--- src/sv/jws_pkg.sv ---
// ----------------------------------------------------------------------------
// jws_pkg
// Shared codes, register indexes and the command/status types that join the
// Jaro-Winkler controller to its datapath.
// ----------------------------------------------------------------------------
package jws_pkg;

  // Store depth and fraction bits of every score
  localparam int unsigned MAX_LEN   = 64;
  localparam int unsigned FRAC_BITS = 16;

  // Input commands
  localparam logic [1:0] CMD_FIRST   = 2'd0;
  localparam logic [1:0] CMD_SECOND  = 2'd1;
  localparam logic [1:0] CMD_COMPUTE = 2'd2;

  // Configuration register indexes
  localparam logic [1:0] REG_PREFIX_LIMIT = 2'd0;
  localparam logic [1:0] REG_SCALE_FACTOR = 2'd1;
  localparam logic [1:0] REG_THRESHOLD    = 2'd2;

  localparam int unsigned CFG_W = 17;

  localparam logic [2:0]  PREFIX_LIMIT_RST = 3'd4;
  localparam logic [14:0] SCALE_FACTOR_RST = 15'd6554;
  localparam logic [16:0] THRESHOLD_RST    = 17'd45875;

  // Datapath operations, one per cycle
  localparam int unsigned OP_W = 5;
  localparam logic [OP_W-1:0] OP_IDLE    = 5'd0;
  localparam logic [OP_W-1:0] OP_APPEND  = 5'd1;
  localparam logic [OP_W-1:0] OP_INIT    = 5'd2;
  localparam logic [OP_W-1:0] OP_MSET    = 5'd3;
  localparam logic [OP_W-1:0] OP_MCMP    = 5'd4;
  localparam logic [OP_W-1:0] OP_TINIT   = 5'd5;
  localparam logic [OP_W-1:0] OP_TSCAN   = 5'd6;
  localparam logic [OP_W-1:0] OP_TCMP    = 5'd7;
  localparam logic [OP_W-1:0] OP_ZERO    = 5'd8;
  localparam logic [OP_W-1:0] OP_P1      = 5'd9;
  localparam logic [OP_W-1:0] OP_P2      = 5'd10;
  localparam logic [OP_W-1:0] OP_P3      = 5'd11;
  localparam logic [OP_W-1:0] OP_P4      = 5'd12;
  localparam logic [OP_W-1:0] OP_P5      = 5'd13;
  localparam logic [OP_W-1:0] OP_DINIT   = 5'd14;
  localparam logic [OP_W-1:0] OP_DSTEP   = 5'd15;
  localparam logic [OP_W-1:0] OP_JSAT    = 5'd16;
  localparam logic [OP_W-1:0] OP_PINIT   = 5'd17;
  localparam logic [OP_W-1:0] OP_PCMP    = 5'd18;
  localparam logic [OP_W-1:0] OP_NOBOOST = 5'd19;
  localparam logic [OP_W-1:0] OP_B1      = 5'd20;
  localparam logic [OP_W-1:0] OP_B2      = 5'd21;
  localparam logic [OP_W-1:0] OP_B3      = 5'd22;
  localparam logic [OP_W-1:0] OP_EMIT    = 5'd23;

  typedef struct packed {
    logic [OP_W-1:0] op;
  } cmd_t;

  typedef struct packed {
    logic i_lt_la;   // first-string index still inside the string
    logic j_ge_hi;   // window probe ran past its upper bound
    logic m_hit;     // probe found an unmatched equal character
    logic m_zero;    // no matches at all
    logic t_ready;   // matched pair lined up for the transposition compare
    logic div_last;  // final divider step
    logic boost_en;  // jaro above threshold
    logic p_lt_lim;  // prefix counter below its limit
    logic p_match;   // prefix characters equal
    logic out_full;  // output register cannot take a new result
  } sts_t;

endpackage

--- src/sv/jws_ctrl.sv ---
// ----------------------------------------------------------------------------
// jws_ctrl
// Sequencer: accepts items, then walks matching, transposition scan,
// arithmetic, division, prefix scan and boost, issuing one op per cycle.
// ----------------------------------------------------------------------------
module jws_ctrl
  import jws_pkg::*;
(
  input  logic       clk_i,
  input  logic       rst_ni,
  input  logic       in_valid_i,
  input  logic [1:0] cmd_i,
  input  sts_t       sts_i,
  output cmd_t       cmd_o,
  output logic       in_stall_o
);

  localparam logic [4:0] S_IDLE  = 5'd0;
  localparam logic [4:0] S_INIT  = 5'd1;
  localparam logic [4:0] S_MTOP  = 5'd2;
  localparam logic [4:0] S_MWAIT = 5'd3;
  localparam logic [4:0] S_MCMP  = 5'd4;
  localparam logic [4:0] S_TSCAN = 5'd5;
  localparam logic [4:0] S_TCMP  = 5'd6;
  localparam logic [4:0] S_P1    = 5'd7;
  localparam logic [4:0] S_P2    = 5'd8;
  localparam logic [4:0] S_P3    = 5'd9;
  localparam logic [4:0] S_P4    = 5'd10;
  localparam logic [4:0] S_P5    = 5'd11;
  localparam logic [4:0] S_DINIT = 5'd12;
  localparam logic [4:0] S_DSTEP = 5'd13;
  localparam logic [4:0] S_JSAT  = 5'd14;
  localparam logic [4:0] S_PINIT = 5'd15;
  localparam logic [4:0] S_PTOP  = 5'd16;
  localparam logic [4:0] S_PCMP  = 5'd17;
  localparam logic [4:0] S_B1    = 5'd18;
  localparam logic [4:0] S_B2    = 5'd19;
  localparam logic [4:0] S_B3    = 5'd20;
  localparam logic [4:0] S_DONE  = 5'd21;

  logic [4:0] state_q, state_d;

  assign in_stall_o = (state_q != S_IDLE);

  always_comb begin
    state_d   = state_q;
    cmd_o.op  = OP_IDLE;
    unique case (state_q)
      S_IDLE: begin
        if (in_valid_i) begin
          if (cmd_i == CMD_FIRST || cmd_i == CMD_SECOND) begin
            cmd_o.op = OP_APPEND;
          end else if (cmd_i == CMD_COMPUTE) begin
            state_d = S_INIT;
          end
        end
      end
      S_INIT: begin
        cmd_o.op = OP_INIT;
        state_d  = S_MTOP;
      end
      S_MTOP: begin
        priority if (sts_i.i_lt_la) begin
          cmd_o.op = OP_MSET;
          state_d  = S_MWAIT;
        end else if (sts_i.m_zero) begin
          cmd_o.op = OP_ZERO;
          state_d  = S_DONE;
        end else begin
          cmd_o.op = OP_TINIT;
          state_d  = S_TSCAN;
        end
      end
      S_MWAIT: state_d = S_MCMP;
      S_MCMP: begin
        cmd_o.op = OP_MCMP;
        state_d  = (sts_i.j_ge_hi || sts_i.m_hit) ? S_MTOP : S_MWAIT;
      end
      S_TSCAN: begin
        cmd_o.op = OP_TSCAN;
        priority if (!sts_i.i_lt_la) begin
          state_d = S_P1;
        end else if (sts_i.t_ready) begin
          state_d = S_TCMP;
        end
      end
      S_TCMP: begin
        cmd_o.op = OP_TCMP;
        state_d  = S_TSCAN;
      end
      S_P1: begin
        cmd_o.op = OP_P1;
        state_d  = S_P2;
      end
      S_P2: begin
        cmd_o.op = OP_P2;
        state_d  = S_P3;
      end
      S_P3: begin
        cmd_o.op = OP_P3;
        state_d  = S_P4;
      end
      S_P4: begin
        cmd_o.op = OP_P4;
        state_d  = S_P5;
      end
      S_P5: begin
        cmd_o.op = OP_P5;
        state_d  = S_DINIT;
      end
      S_DINIT: begin
        cmd_o.op = OP_DINIT;
        state_d  = S_DSTEP;
      end
      S_DSTEP: begin
        cmd_o.op = OP_DSTEP;
        if (sts_i.div_last) begin
          state_d = S_JSAT;
        end
      end
      S_JSAT: begin
        cmd_o.op = OP_JSAT;
        state_d  = S_PINIT;
      end
      S_PINIT: begin
        cmd_o.op = OP_PINIT;
        state_d  = S_PTOP;
      end
      S_PTOP: begin
        priority if (!sts_i.boost_en) begin
          cmd_o.op = OP_NOBOOST;
          state_d  = S_DONE;
        end else if (sts_i.p_lt_lim) begin
          state_d = S_PCMP;
        end else begin
          state_d = S_B1;
        end
      end
      S_PCMP: begin
        cmd_o.op = OP_PCMP;
        state_d  = sts_i.p_match ? S_PTOP : S_B1;
      end
      S_B1: begin
        cmd_o.op = OP_B1;
        state_d  = S_B2;
      end
      S_B2: begin
        cmd_o.op = OP_B2;
        state_d  = S_B3;
      end
      S_B3: begin
        cmd_o.op = OP_B3;
        state_d  = S_DONE;
      end
      S_DONE: begin
        if (!sts_i.out_full) begin
          cmd_o.op = OP_EMIT;
          state_d  = S_IDLE;
        end
      end
      default: state_d = S_IDLE;
    endcase
  end

  always_ff @(posedge clk_i or negedge rst_ni) begin
    if (!rst_ni) begin
      state_q <= S_IDLE;
    end else begin
      state_q <= state_d;
    end
  end

endmodule

--- src/sv/jws_dp.sv ---
// ----------------------------------------------------------------------------
// jws_dp
// Datapath: string stores, matched flags, scan counters, product registers,
// restoring divider, boost arithmetic, configuration and result registers.
// ----------------------------------------------------------------------------
module jws_dp
  import jws_pkg::*;
(
  input  logic             clk_i,
  input  logic             rst_ni,
  input  cmd_t             cmd_i,
  output sts_t             sts_o,
  input  logic [1:0]       in_cmd_i,
  input  logic [7:0]       ch_i,
  input  logic             cfg_we_i,
  input  logic [1:0]       cfg_idx_i,
  input  logic [CFG_W-1:0] cfg_wdata_i,
  input  logic             out_stall_i,
  output logic             out_valid_o,
  output logic [16:0]      similarity_o,
  output logic [16:0]      jaro_score_o,
  output logic [6:0]       match_count_o,
  output logic [6:0]       mismatch_count_o,
  output logic [2:0]       prefix_len_o,
  output logic             overflow_o
);

  localparam int unsigned AW  = $clog2(MAX_LEN);
  localparam int unsigned LW  = $clog2(MAX_LEN + 1);
  localparam int unsigned NW  = 3 * LW + 3;
  localparam int unsigned XW  = NW + FRAC_BITS + 1;
  localparam int unsigned CNW = $clog2(XW + 1);
  localparam int unsigned QW  = FRAC_BITS + 2;
  localparam int unsigned PSW = 18;
  localparam int unsigned BPW = PSW + QW;
  localparam int unsigned SW  = BPW + 1;
  localparam int unsigned CW  = (QW > 17) ? QW : 17;
  localparam logic [QW-1:0] OneQ = QW'(1) << FRAC_BITS;
  localparam logic [LW-1:0] MaxLen = LW'(MAX_LEN);

  logic [7:0] mem_a [MAX_LEN];
  logic [7:0] mem_b [MAX_LEN];
  logic [7:0] a_rd_q, b_rd_q;

  logic [LW-1:0]  la_q, lb_q, i_q, j_q, r_q, m_q, t_q, lim_q;
  logic           drop_q;
  logic [MAX_LEN-1:0] fm_q, sm_q;
  logic [2*LW-1:0] p1_q, p2_q;
  logic [3*LW:0]   p3_q, p4_q;
  logic [3*LW-1:0] d_q;
  logic [NW-1:0]   n_q, den_q, rem_q;
  logic [XW-1:0]   x_q;
  logic [QW-1:0]   q_q, jaro_q, sim_q;
  logic [CNW-1:0]  cnt_q;
  logic [2:0]      p_q;
  logic [PSW-1:0]  ps_q;
  logic [BPW-1:0]  bp_q;
  logic [2:0]      plim_q;
  logic [14:0]     sf_q;
  logic [16:0]     thr_q;
  logic            out_valid_q;

  logic            wr_a, wr_b;
  logic [LW:0]     hi, i_ext, lo_full;
  logic [LW-1:0]   lo, half, mx, lim_d;
  logic [NW:0]     div_sh;
  logic [LW:0]     tt;
  logic [SW-1:0]   boost, sim_sum;
  logic            j_lt_lb;

  // Append writes; stores have no reset and no valid bits
  assign wr_a = (cmd_i.op == OP_APPEND) && (in_cmd_i == CMD_FIRST) && (la_q < MaxLen);
  assign wr_b = (cmd_i.op == OP_APPEND) && (in_cmd_i == CMD_SECOND) && (lb_q < MaxLen);

  always_ff @(posedge clk_i) begin
    if (wr_a) begin
      mem_a[la_q[AW-1:0]] <= ch_i;
    end
    if (wr_b) begin
      mem_b[lb_q[AW-1:0]] <= ch_i;
    end
    a_rd_q <= mem_a[i_q[AW-1:0]];
    b_rd_q <= mem_b[j_q[AW-1:0]];
  end

  assign mx      = (la_q > lb_q) ? la_q : lb_q;
  assign half    = mx >> 1;
  assign i_ext   = {1'b0, i_q};
  assign lo_full = i_ext - {1'b0, r_q};
  assign lo      = (i_q > r_q) ? lo_full[LW-1:0] : '0;
  assign hi      = ((i_ext + {1'b0, r_q} + 1'b1) > {1'b0, lb_q}) ? {1'b0, lb_q}
                 : (i_ext + {1'b0, r_q} + 1'b1);
  assign j_lt_lb = j_q < lb_q;
  assign tt      = ({1'b0, m_q} << 1) - {1'b0, t_q};
  assign div_sh  = {rem_q, x_q[XW-1]};
  assign boost   = (SW'(bp_q) + SW'(OneQ >> 1)) >> FRAC_BITS;
  assign sim_sum = SW'(jaro_q) + boost;

  always_comb begin
    lim_d = (la_q < lb_q) ? la_q : lb_q;
    if (LW'(plim_q) < lim_d) begin
      lim_d = LW'(plim_q);
    end
  end

  assign sts_o.i_lt_la  = i_q < la_q;
  assign sts_o.j_ge_hi  = {1'b0, j_q} >= hi;
  assign sts_o.m_hit    = !sm_q[j_q[AW-1:0]] && (a_rd_q == b_rd_q);
  assign sts_o.m_zero   = (m_q == '0);
  assign sts_o.t_ready  = (i_q < la_q) && fm_q[i_q[AW-1:0]] && j_lt_lb
                        && sm_q[j_q[AW-1:0]];
  assign sts_o.div_last = (cnt_q == CNW'(1));
  assign sts_o.boost_en = CW'(jaro_q) > CW'(thr_q);
  assign sts_o.p_lt_lim = i_q < lim_q;
  assign sts_o.p_match  = (a_rd_q == b_rd_q);
  assign sts_o.out_full = out_valid_q && out_stall_i;

  always_ff @(posedge clk_i or negedge rst_ni) begin
    if (!rst_ni) begin
      la_q        <= '0;
      lb_q        <= '0;
      drop_q      <= 1'b0;
      fm_q        <= '0;
      sm_q        <= '0;
      i_q         <= '0;
      j_q         <= '0;
      cnt_q       <= '0;
      plim_q      <= PREFIX_LIMIT_RST;
      sf_q        <= SCALE_FACTOR_RST;
      thr_q       <= THRESHOLD_RST;
      out_valid_q <= 1'b0;
    end else begin
      if (cfg_we_i) begin
        unique case (cfg_idx_i)
          REG_PREFIX_LIMIT: plim_q <= cfg_wdata_i[2:0];
          REG_SCALE_FACTOR: sf_q   <= cfg_wdata_i[14:0];
          REG_THRESHOLD:    thr_q  <= cfg_wdata_i[16:0];
          default: ;
        endcase
      end
      // Load a new result, or drop the old one once it is taken
      if (cmd_i.op == OP_EMIT) begin
        out_valid_q <= 1'b1;
      end else if (out_valid_q && !out_stall_i) begin
        out_valid_q <= 1'b0;
      end
      unique case (cmd_i.op)
        OP_APPEND: begin
          if (in_cmd_i == CMD_FIRST) begin
            if (wr_a) la_q <= la_q + 1'b1;
            else      drop_q <= 1'b1;
          end else begin
            if (wr_b) lb_q <= lb_q + 1'b1;
            else      drop_q <= 1'b1;
          end
        end
        OP_INIT: begin
          fm_q <= '0;
          sm_q <= '0;
          m_q  <= '0;
          t_q  <= '0;
          i_q  <= '0;
          r_q  <= (half >= LW'(1)) ? half - 1'b1 : '0;
        end
        OP_MSET: j_q <= lo;
        OP_MCMP: begin
          priority if (sts_o.j_ge_hi) begin
            i_q <= i_q + 1'b1;
          end else if (sts_o.m_hit) begin
            fm_q[i_q[AW-1:0]] <= 1'b1;
            sm_q[j_q[AW-1:0]] <= 1'b1;
            m_q <= m_q + 1'b1;
            i_q <= i_q + 1'b1;
          end else begin
            j_q <= j_q + 1'b1;
          end
        end
        OP_TINIT: begin
          i_q <= '0;
          j_q <= '0;
        end
        OP_TSCAN: begin
          if (sts_o.i_lt_la) begin
            priority if (!fm_q[i_q[AW-1:0]]) begin
              i_q <= i_q + 1'b1;
            end else if (j_lt_lb && !sm_q[j_q[AW-1:0]]) begin
              j_q <= j_q + 1'b1;
            end else if (!j_lt_lb) begin
              i_q <= i_q + 1'b1;
            end else begin
              i_q <= i_q;
            end
          end
        end
        OP_TCMP: begin
          if (a_rd_q != b_rd_q) begin
            t_q <= t_q + 1'b1;
          end
          i_q <= i_q + 1'b1;
          j_q <= j_q + 1'b1;
        end
        OP_ZERO: begin
          jaro_q <= '0;
          sim_q  <= '0;
          p_q    <= '0;
        end
        OP_P1: p1_q <= la_q * lb_q;
        OP_P2: p2_q <= m_q * m_q;
        OP_P3: p3_q <= p2_q * ({1'b0, la_q} + {1'b0, lb_q});
        OP_P4: p4_q <= tt * p1_q;
        OP_P5: begin
          d_q <= p1_q * m_q;
          n_q <= NW'({p3_q, 1'b0}) + NW'(p4_q);
        end
        OP_DINIT: begin
          // dividend carries half the divisor for round-half-up
          x_q   <= (XW'(n_q) << FRAC_BITS) + (XW'(d_q) << 1) + XW'(d_q);
          den_q <= (NW'(d_q) << 2) + (NW'(d_q) << 1);
          rem_q <= '0;
          q_q   <= '0;
          cnt_q <= CNW'(XW);
        end
        OP_DSTEP: begin
          if (div_sh >= {1'b0, den_q}) begin
            rem_q <= NW'(div_sh - {1'b0, den_q});
            q_q   <= {q_q[QW-2:0], 1'b1};
          end else begin
            rem_q <= div_sh[NW-1:0];
            q_q   <= {q_q[QW-2:0], 1'b0};
          end
          x_q   <= x_q << 1;
          cnt_q <= cnt_q - 1'b1;
        end
        OP_JSAT: jaro_q <= (q_q > OneQ) ? OneQ : q_q;
        OP_PINIT: begin
          lim_q <= lim_d;
          i_q   <= '0;
          j_q   <= '0;
        end
        OP_PCMP: begin
          if (sts_o.p_match) begin
            i_q <= i_q + 1'b1;
            j_q <= j_q + 1'b1;
          end
        end
        OP_NOBOOST: begin
          sim_q <= jaro_q;
          p_q   <= '0;
        end
        OP_B1: begin
          p_q  <= i_q[2:0];
          ps_q <= i_q[2:0] * sf_q;
        end
        OP_B2: bp_q <= ps_q * (OneQ - jaro_q);
        OP_B3: sim_q <= (sim_sum > SW'(OneQ)) ? OneQ : sim_sum[QW-1:0];
        OP_EMIT: begin
          similarity_o     <= 17'(sim_q);
          jaro_score_o     <= 17'(jaro_q);
          match_count_o    <= 7'(m_q);
          mismatch_count_o <= 7'(t_q);
          prefix_len_o     <= p_q;
          overflow_o       <= drop_q;
          la_q             <= '0;
          lb_q             <= '0;
          drop_q           <= 1'b0;
        end
        default: ;
      endcase
    end
  end

  assign out_valid_o = out_valid_q;

endmodule

--- src/sv/jaro_winkler_similarity_top.sv ---
// ----------------------------------------------------------------------------
// jaro_winkler_similarity_top
// Jaro-Winkler similarity engine: loads two byte strings, then on a compute
// item emits the Q1.FRAC_BITS Jaro and Jaro-Winkler scores and match counts.
// ----------------------------------------------------------------------------
//  channel | direction | handshake              | payload
//  --------+-----------+------------------------+------------------------------
//  in      | input     | in_valid_i / in_stall_o| cmd_i, ch_i
//  out     | output    | out_valid_o/out_stall_i| similarity_o .. overflow_o
//  cfg     | input     | cfg_we_i               | cfg_idx_i, cfg_wdata_i
//
//  An append item does not stall the input. A compute item holds the input
//  stalled until its result is emitted; the window probe loop and the one-bit-
//  per-cycle restoring divider (41 steps at the defaults) set how long it lasts.
//  Reset clears both lengths, flags and the result valid bit, and loads the
//  configuration defaults; the string stores need no clearing pass. Appends
//  are taken while a result waits on a stalled output; a compute finishing
//  then holds until it drains.
// ----------------------------------------------------------------------------
module jaro_winkler_similarity_top
  import jws_pkg::*;
(
  input  logic             clk_i,
  input  logic             rst_ni,
  input  logic             in_valid_i,
  output logic             in_stall_o,
  input  logic [1:0]       cmd_i,
  input  logic [7:0]       ch_i,
  input  logic             cfg_we_i,
  input  logic [1:0]       cfg_idx_i,
  input  logic [CFG_W-1:0] cfg_wdata_i,
  output logic             out_valid_o,
  input  logic             out_stall_i,
  output logic [16:0]      similarity_o,
  output logic [16:0]      jaro_score_o,
  output logic [6:0]       match_count_o,
  output logic [6:0]       mismatch_count_o,
  output logic [2:0]       prefix_len_o,
  output logic             overflow_o
);

  cmd_t cmd;
  sts_t sts;

  // Sequencer: one op per cycle into the datapath
  jws_ctrl u_ctrl (
    .clk_i      (clk_i),
    .rst_ni     (rst_ni),
    .in_valid_i (in_valid_i),
    .cmd_i      (cmd_i),
    .sts_i      (sts),
    .cmd_o      (cmd),
    .in_stall_o (in_stall_o)
  );

  // Stores, counters, arithmetic and the output register
  jws_dp u_dp (
    .clk_i            (clk_i),
    .rst_ni           (rst_ni),
    .cmd_i            (cmd),
    .sts_o            (sts),
    .in_cmd_i         (cmd_i),
    .ch_i             (ch_i),
    .cfg_we_i         (cfg_we_i),
    .cfg_idx_i        (cfg_idx_i),
    .cfg_wdata_i      (cfg_wdata_i),
    .out_stall_i      (out_stall_i),
    .out_valid_o      (out_valid_o),
    .similarity_o     (similarity_o),
    .jaro_score_o     (jaro_score_o),
    .match_count_o    (match_count_o),
    .mismatch_count_o (mismatch_count_o),
    .prefix_len_o     (prefix_len_o),
    .overflow_o       (overflow_o)
  );

endmodule

--- config.mk ---
export PLATFORM = sky130hd
export DESIGN_NAME = jaro_winkler_similarity_top
export DESIGN_NICKNAME = d
export VERILOG_FILES = /design/src/sv/jws_pkg.sv /design/src/sv/jws_ctrl.sv /design/src/sv/jws_dp.sv /design/src/sv/jaro_winkler_similarity_top.sv
export SDC_FILE = /design/constraint.sdc
export NUM_CORES = 2
export LEC_CHECK = 0
export ABC_CLOCK_PERIOD_IN_PS = 7100
export BUFFER_PORTS_ARGS = -buffer_cell sky130_fd_sc_hd__buf_4
export CORE_MARGIN = 5
export CORE_UTILIZATION = 58
export DETAILED_ROUTE_END_ITERATION = 8
export PLACE_DENSITY_LB_ADDON = 0.2
export SETUP_SLACK_MARGIN = 0.5
export SLEW_MARGIN = 0
export SYNTH_ARGS = -nofsm -noshare
export SYNTH_HDL_FRONTEND = slang
export SYNTH_SLANG_ARGS = --single-unit
--- constraint.sdc ---
create_clock -name clk_i -period 7.1 [get_ports clk_i]
set_input_delay 1.42 -clock clk_i [delete_from_list [all_inputs] [get_ports clk_i]]
set_output_delay 1.42 -clock clk_i [all_outputs]
set_load 0.01 [all_outputs]
[Word level (Yosys, flattened, before mapping)]
Memory sizes are Yosys's and may differ from the RTL's. A register that Yosys moved wholly into a read port is not among the register bits.
Cells that the tools add are included.
Word-level totals
  flip-flop bits (word level): 600
  memories: 2
  word-level logic and storage cells: 314
  RAM bits: 1024
Operators by class
  reduce and logical (&&, ||, !) cells: 62
  bitwise gates (word level): 2
  muxes and demuxes: 87
  magnitude comparators: 20
  add/sub/neg operators: 21
  multiply operators: 7
  equality and inequality tests: 74
Memories
  u_dp.mem_a: depth 64, width 8, read ports 1, clocked after memory_dff 1, write ports 1, RTL line jws_dp.sv:41  | logic [7:0] mem_a [MAX_LEN];
  u_dp.mem_b: depth 64, width 8, read ports 1, clocked after memory_dff 1, write ports 1, RTL line jws_dp.sv:42  | logic [7:0] mem_b [MAX_LEN];
Operators with widths (count)
  64-bit two-way mux: 4
  64-bit case mux with 2 select lines: 2
  7-bit two-way mux: 23
  64-bit OR: 2
  5-bit case mux with 22 select lines: 1
  5-bit case mux with 21 select lines: 1
  41-bit case mux with 2 select lines: 1
  5-bit by 4-bit == test with 1-bit output (second input constant): 16
  18-bit case mux with 2 select lines: 2
  5-bit == test (second input constant): 14
  5-bit two-way mux: 14
  7-bit case mux with 2 select lines: 4
  17-bit case mux with 3 select lines: 1
  23-bit by 22-bit adder with 24-bit output: 2
  24-bit case mux with 2 select lines: 1
  7-bit by 1-bit adder with 7-bit output (second input constant): 6
  7-bit case mux with 6 select lines: 1
  40-bit by 22-bit adder with 41-bit output: 1
  41-bit by 21-bit adder with 41-bit output: 1
  5-bit by 3-bit == test with 1-bit output (second input constant): 8
  36-bit by 16-bit adder with 37-bit output (second input constant): 1
  18-bit by 36-bit multiplier with 36-bit output: 1
  2-bit AND reduction: 18
  7-bit case mux with 5 select lines: 1
  other kinds (65): 147

[Logic depth before layout (Yosys ltp)]
  depth after elaboration: 11
  gate-level depth with buffers: 31

[Modules after synthesis]
A second synthesis with hierarchy kept.
Second synthesis, totals
  cells, all modules: 7808
  area total of the unflattened synthesis: 93801.2 µm²
By module, submodules not included
  jws_dp: instances 1, seq. area each 47451.8 µm², cells an instance 7704, area an instance 93083.0 µm²
  jws_ctrl: instances 1, seq. area each 125.1 µm², cells an instance 104, area an instance 718.2 µm²

[Worst setup path before layout]
OpenSTA, ideal clock, no wires.
  path kind: flip-flop to flip-flop
  start: register u_dp.jaro_q[7]
  end: register u_dp.bp_q[35] (data pin)
  slack: -438 ps
  cell stages (with the launch flop): 29
  arrival time: 7278 ps
  buffers on the path: 1
  clock period less this slack: 7538 ps
  cell sequence: edfxtp_1 -> or3_1 -> nor3_1 -> nor2b_1 -> nand2_1 -> o21ai_0 -> xnor2_1 -> clkbuf_1 -> nand2_1 -> fa_1 -> fa_1 -> fa_1 -> inv_1 -> fa_1 -> fa_1 -> inv_1 -> fa_1 -> inv_1 -> ha_1 -> inv_1 -> o21bai_1 -> a21oi_1 -> o21ai_0 -> a21oi_1 -> a21boi_0 -> o211ai_1 -> or3_1 -> a31oi_1 -> xnor2_1
On the way
  longest elaborated chain between the ends: 2
RTL lines
  start: declaration: RTL line jws_dp.sv:53  | logic [QW-1:0] q_q, jaro_q, sim_q;
  start signal: assignment: RTL line jws_dp.sv:234  | OP_JSAT: jaro_q <= (q_q > OneQ) ? OneQ : q_q;
  17-bit by 18-bit subtractor with 19-bit output: RTL line jws_dp.sv:254  | OP_B2: bp_q <= ps_q * (OneQ - jaro_q);
  18-bit by 36-bit multiplier with 36-bit output: RTL line jws_dp.sv:254
  end signal: assignment: RTL line jws_dp.sv:254
  end: declaration: RTL line jws_dp.sv:57  | logic [BPW-1:0] bp_q;
Every way passes these cells.
A chain may end at the register's enable or synchronous reset.

[Worst setup path after layout]
  start: register u_dp.jaro_q[6]
  end: register u_dp.bp_q[30] (data pin)
The elaborated chain is that of the path after synthesis.

==> summary.md <==
Type of the setup path with the least slack: reg -> reg. The smallest setup slack after layout was -0.1679 ns. Yosys instantiated no cell more often than sky130_fd_sc_hd__edfxtp_1. By instance count, the cell type seen most on the critical path is sky130_fd_sc_hd__fa_1.

Main combinational cell family by area after synthesis: adder cells. The aggregate global-route resource usage is 28.42%, and the post-route antenna net violation count is 0. The final period demand of the worst path is 7.268 ns, and the final count of hold timing violations is 0. The floorplan step set the die width to 413.6 µm. STA classifies the critical path endpoint as a flop. The largest area contributor in the synthesized netlist was sky130_fd_sc_hd__edfxtp_1.

The number of top-level pins was 88; the synthesized-area fraction occupied by xor and xnor cells was 2.725%. The floorplan step defined a die boundary enclosing 0.1711 mm². Once detailed placement completed, the half-perimeter wirelength came to 164700 µm. In the routed layout, each cell is associated on average with a via count of 6.080. The synthesized design contains 1623 register bits. The total number of H-tree levels was 4; the adder and majority gate portion of the synthesized area was 19.35%. In this run the static leakage power is 41.94 nW.

Yosys mapped the design onto 87 distinct sky130hd cell types. For the maximum clock skew at final layout, the log shows 0.07138 ns. Sequential cells were found to cover 50.35% of the synthesized design area.

The layout has 12120 filler cells. The violation count after the first detailed-routing iteration was 6711. Commonest register cell after synthesis: sky130_fd_sc_hd__edfxtp_1. The tools report the length of routed wiring on met1 as 94940 µm. Entering global routing, the biggest net connects 105 pins.

The setup total negative slack is -0.2500 ns. After global routing the overflow that remains totals 0. The routed design uses 20140 µm of met3 wire. The run gives 7 as the initial antenna violation count. For this run, the top clock speed supported by timing is 0.1376 GHz.

Once layout is complete, the cells apart from fillers number 10440. The Yosys step of the flow raised 0 warnings. The top routing layer in use is met5. The layout overhead on the synthesized area is 11.88%, and the sequential cell area is 0.04758 mm².

The worst setup path is launched from a flop. For this run, the detailed router's first-pass iteration total came to 8. TritonCTS built the clock tree. VDD sags by at most 1464 µV.

The synthesized design contains 1403 enable-type register cells. The root buffer cell chosen for the clock tree is sky130_fd_sc_hd__clkbuf_16. The tool flagged a number of max-cap violations equal to 0. For the worst slew margin relative to its limit, the log shows 15.19%.

Setup repair after global routing could not meet its margin everywhere. After detailed routing, the number of remaining DRC violations is 0. By area the synthesized netlist is led by sky130_fd_sc_hd__edfxtp_1 45%, sky130_fd_sc_hd__fa_1 13%, sky130_fd_sc_hd__ha_1 6.2%, sky130_fd_sc_hd__dfrtp_1 5.0%, sky130_fd_sc_hd__a22oi_1 3.5%. The hold-fix buffer count after cts is 0, and the wire length of the first global-routing pass is 373600 µm. The cell count after synthesis came out at 7914. The multiplexer share of the synthesized area works out to 1.169%. In this run the tool buffered the top-level ports with 87 buffer cells. The worst-margin pin slew was 1.265 ns. The share of synthesized area in the top cell type comes to 44.59%. Summing all multi-input logic gate instances after layout gives 0.04337 mm².

The tools report the sink count of the clock tree as 1623. In the synthesized netlist the async set-or-reset flop fraction comes to 12.57%. The slowest stage cell on the critical path was sky130_fd_sc_hd__fa_2. The vertical die dimension came out at 413.6 µm. After detailed placement, the design holds a cell count of 10070.

The worst hold path belongs to the class reg -> reg. Dividing the final minimum period by the clock period gives 102.4%. The count of final max-slew check failures is 0. The run finished, with violations left. Largest fanout on the critical path: 5. Cells with a size suffix above 1 make up 11.19% of the layout. The checks that failed: setup timing.

The fraction of the mapped netlist area in simple logic gates was 10.85%. For the cell row count, the log shows 148. The commonest cells after synthesis are 1403 x sky130_fd_sc_hd__edfxtp_1, 861 x sky130_fd_sc_hd__inv_1, 637 x sky130_fd_sc_hd__nand2_1. The netlist area before placement came out at 0.09449 mm². The total wire length is 242800 µm. The core region is 0.1624 mm². The later pin in the worst-skew pair is clocked with a latency of 0.84 ns. For the final net count, the log shows 9241.

Summing the areas of all compound-gate instances in the mapped netlist gives 10.66% of the synthesized area. At the worst endpoint, the arrival time is 7.80 ns. In the final routed layout, each cell accounts on average for 23.27 µm. The power density over the cells is 504.1 mW/mm², and the clock slew at the register clock pins of the worst setup and hold paths is 0.07 ns. In the detailed route, the total length drawn on met2 is 116800 µm. The logs give 64190 for the via count of the first global-routing pass and 63450 for the total number of vias. The congestion estimate from routability-driven global placement came to 0.9012.

The critical path data required time is 7.63 ns. The effective utilization at floorplan was 58.18%. The number of clock buffers inserted by TritonCTS is 166, and the maximum single-stage delay on the critical path is 0.56 ns.

The maximum buffer depth of the clock tree is 3, and the average size of a mapped cell is 11.94 µm². Setup violations remaining at the end of the flow were counted as 4.
-- cell usage in the layout (no fill, tap or decap), types with 32 or more instances in the layout --
cell type and count:
sky130_fd_sc_hd__a21o_1 65, sky130_fd_sc_hd__a21oi_1 221, sky130_fd_sc_hd__a221oi_1 54, sky130_fd_sc_hd__a22o_1 55
sky130_fd_sc_hd__a22oi_1 440, sky130_fd_sc_hd__a31oi_1 156, sky130_fd_sc_hd__a41oi_1 47, sky130_fd_sc_hd__and2_1 305
sky130_fd_sc_hd__and3_1 74, sky130_fd_sc_hd__buf_4 347, sky130_fd_sc_hd__clkbuf_16 169, sky130_fd_sc_hd__clkinv_2 33
sky130_fd_sc_hd__dfrtp_1 185, sky130_fd_sc_hd__edfxtp_1 1403, sky130_fd_sc_hd__fa_1 612, sky130_fd_sc_hd__ha_1 450
sky130_fd_sc_hd__inv_1 842, sky130_fd_sc_hd__mux2_2 46, sky130_fd_sc_hd__mux2i_1 32, sky130_fd_sc_hd__nand2_1 627
sky130_fd_sc_hd__nand2b_1 60, sky130_fd_sc_hd__nand3_1 100, sky130_fd_sc_hd__nand4_1 85, sky130_fd_sc_hd__nor2_1 502
sky130_fd_sc_hd__nor2b_1 93, sky130_fd_sc_hd__nor3_1 93, sky130_fd_sc_hd__o21a_1 55, sky130_fd_sc_hd__o21ai_0 160
sky130_fd_sc_hd__xnor2_1 170, sky130_fd_sc_hd__xor2_1 106
-- worst max-delay path: cells and delay by family, from the launching register on --
family | cells | cell delay, ns
buf+inv | 8 | 0.75
flops | 1 | 0.39
compound gates | 4 | 0.55
simple gates | 10 | 1.86
xor+xnor | 2 | 0.25
fa+ha+maj | 7 | 3.20
-- final cells by class --
class | count | share of cell area, %
tap | 2175 | 2.574
timing repair buffer | 381 | 2.902
clock inverter | 101 | 1.169
clock buffer | 206 | 4.226
sequential | 1623 | 45.01
multi-input combinational | 5077 | 41.02
antenna | 4 | 0.009468
inverter | 869 | 3.091
-- layer usage --
layer,vias to the layer above,global-route usage [%]
met3,522,4.764
met5,-,0
met1,31760,38.09
met4,4,11.68
li1,28350,-
met2,2808,46.55
-- stage by stage --
step                utilization (%)  hold slack [ns]  setup slack [ns]  power, mW  area, µm²
detailed placement            60.90           0.4045           -0.2189      41.62      98900
floorplan                         -           0.4003            0.2652      33.53      94850
global placement              60.90           0.4029          -0.05994      40.91      98900
global route                  65.09           0.3543           -0.4028      57.46     105700
CTS                           64.63           0.3537          -0.03467      51.45     105000
finish                        65.10           0.3517           -0.1679      53.29     105700
-- state kept, by name (all words and copies together) (netlist names), 14 cells and up --
register	cells
u_dp.den_q	23
u_dp.bp_q	21
u_dp.mem_a	512
u_dp.mem_b	512
u_dp.x_q	41
u_dp.rem_q	24
u_dp.similarity_o	17
u_dp.p1_q	14
u_dp.sim_q	17
u_dp.sm_q	64
u_dp.sf_q	15
u_dp.jaro_score_o	17
u_dp.ps_q	18
u_dp.p3_q	22
u_dp.p4_q	22
u_dp.thr_q	17
u_dp.q_q	18
u_dp.jaro_q	18
u_dp.fm_q	64
u_dp.n_q	24
u_dp.d_q	21
-- where the power goes --
group	switching [mW]	internal, mW	leakage, nW
combinational	17.7	13.9	23.7
sequential	0.410	12.3	15.5
clock	3.90	5.13	2.76
-- timing repair --
item	CTS	global route
endpoints found under the setup margin	25	134
gates resized for setup	56	93
endpoints found under the hold margin	0	0
pin swaps	19	58
setup buffers	13	41
cloned	0	1
-- cell families after synthesis --
group / Yosys count
simple gates: 2125
flops: 1623
compound gates: 1466
buf+inv: 1226
fa+ha+maj: 1089
xor+xnor: 294
mux: 89
other cells: 2
-- final timing paths --
check,startpoint,to,slack [ns],cells after the start
max in group asynchronous,rst_ni,u_dp.sf_q[13]$_DFFE_PN0P_,4.46,3
worst max register to register,u_dp.jaro_q[6]$_SDFFCE_PN0P_,u_dp.bp_q[30]$_DFFE_PP_,-0.17,31
worst max-delay path,u_dp.jaro_q[6]$_SDFFCE_PN0P_,u_dp.bp_q[30]$_DFFE_PP_,-0.17,31
worst min register to register,u_dp.p_q[2]$_SDFFCE_PP0P_,u_dp.prefix_len_o[2]$_DFFE_PP_,0.35,0
worst min-delay path,u_dp.p_q[2]$_SDFFCE_PP0P_,u_dp.prefix_len_o[2]$_DFFE_PP_,0.35,0
min in group asynchronous,rst_ni,u_dp.cnt_q[3]$_DFFE_PN0N_,0.57,1
(Power assumes the default switching activity.)
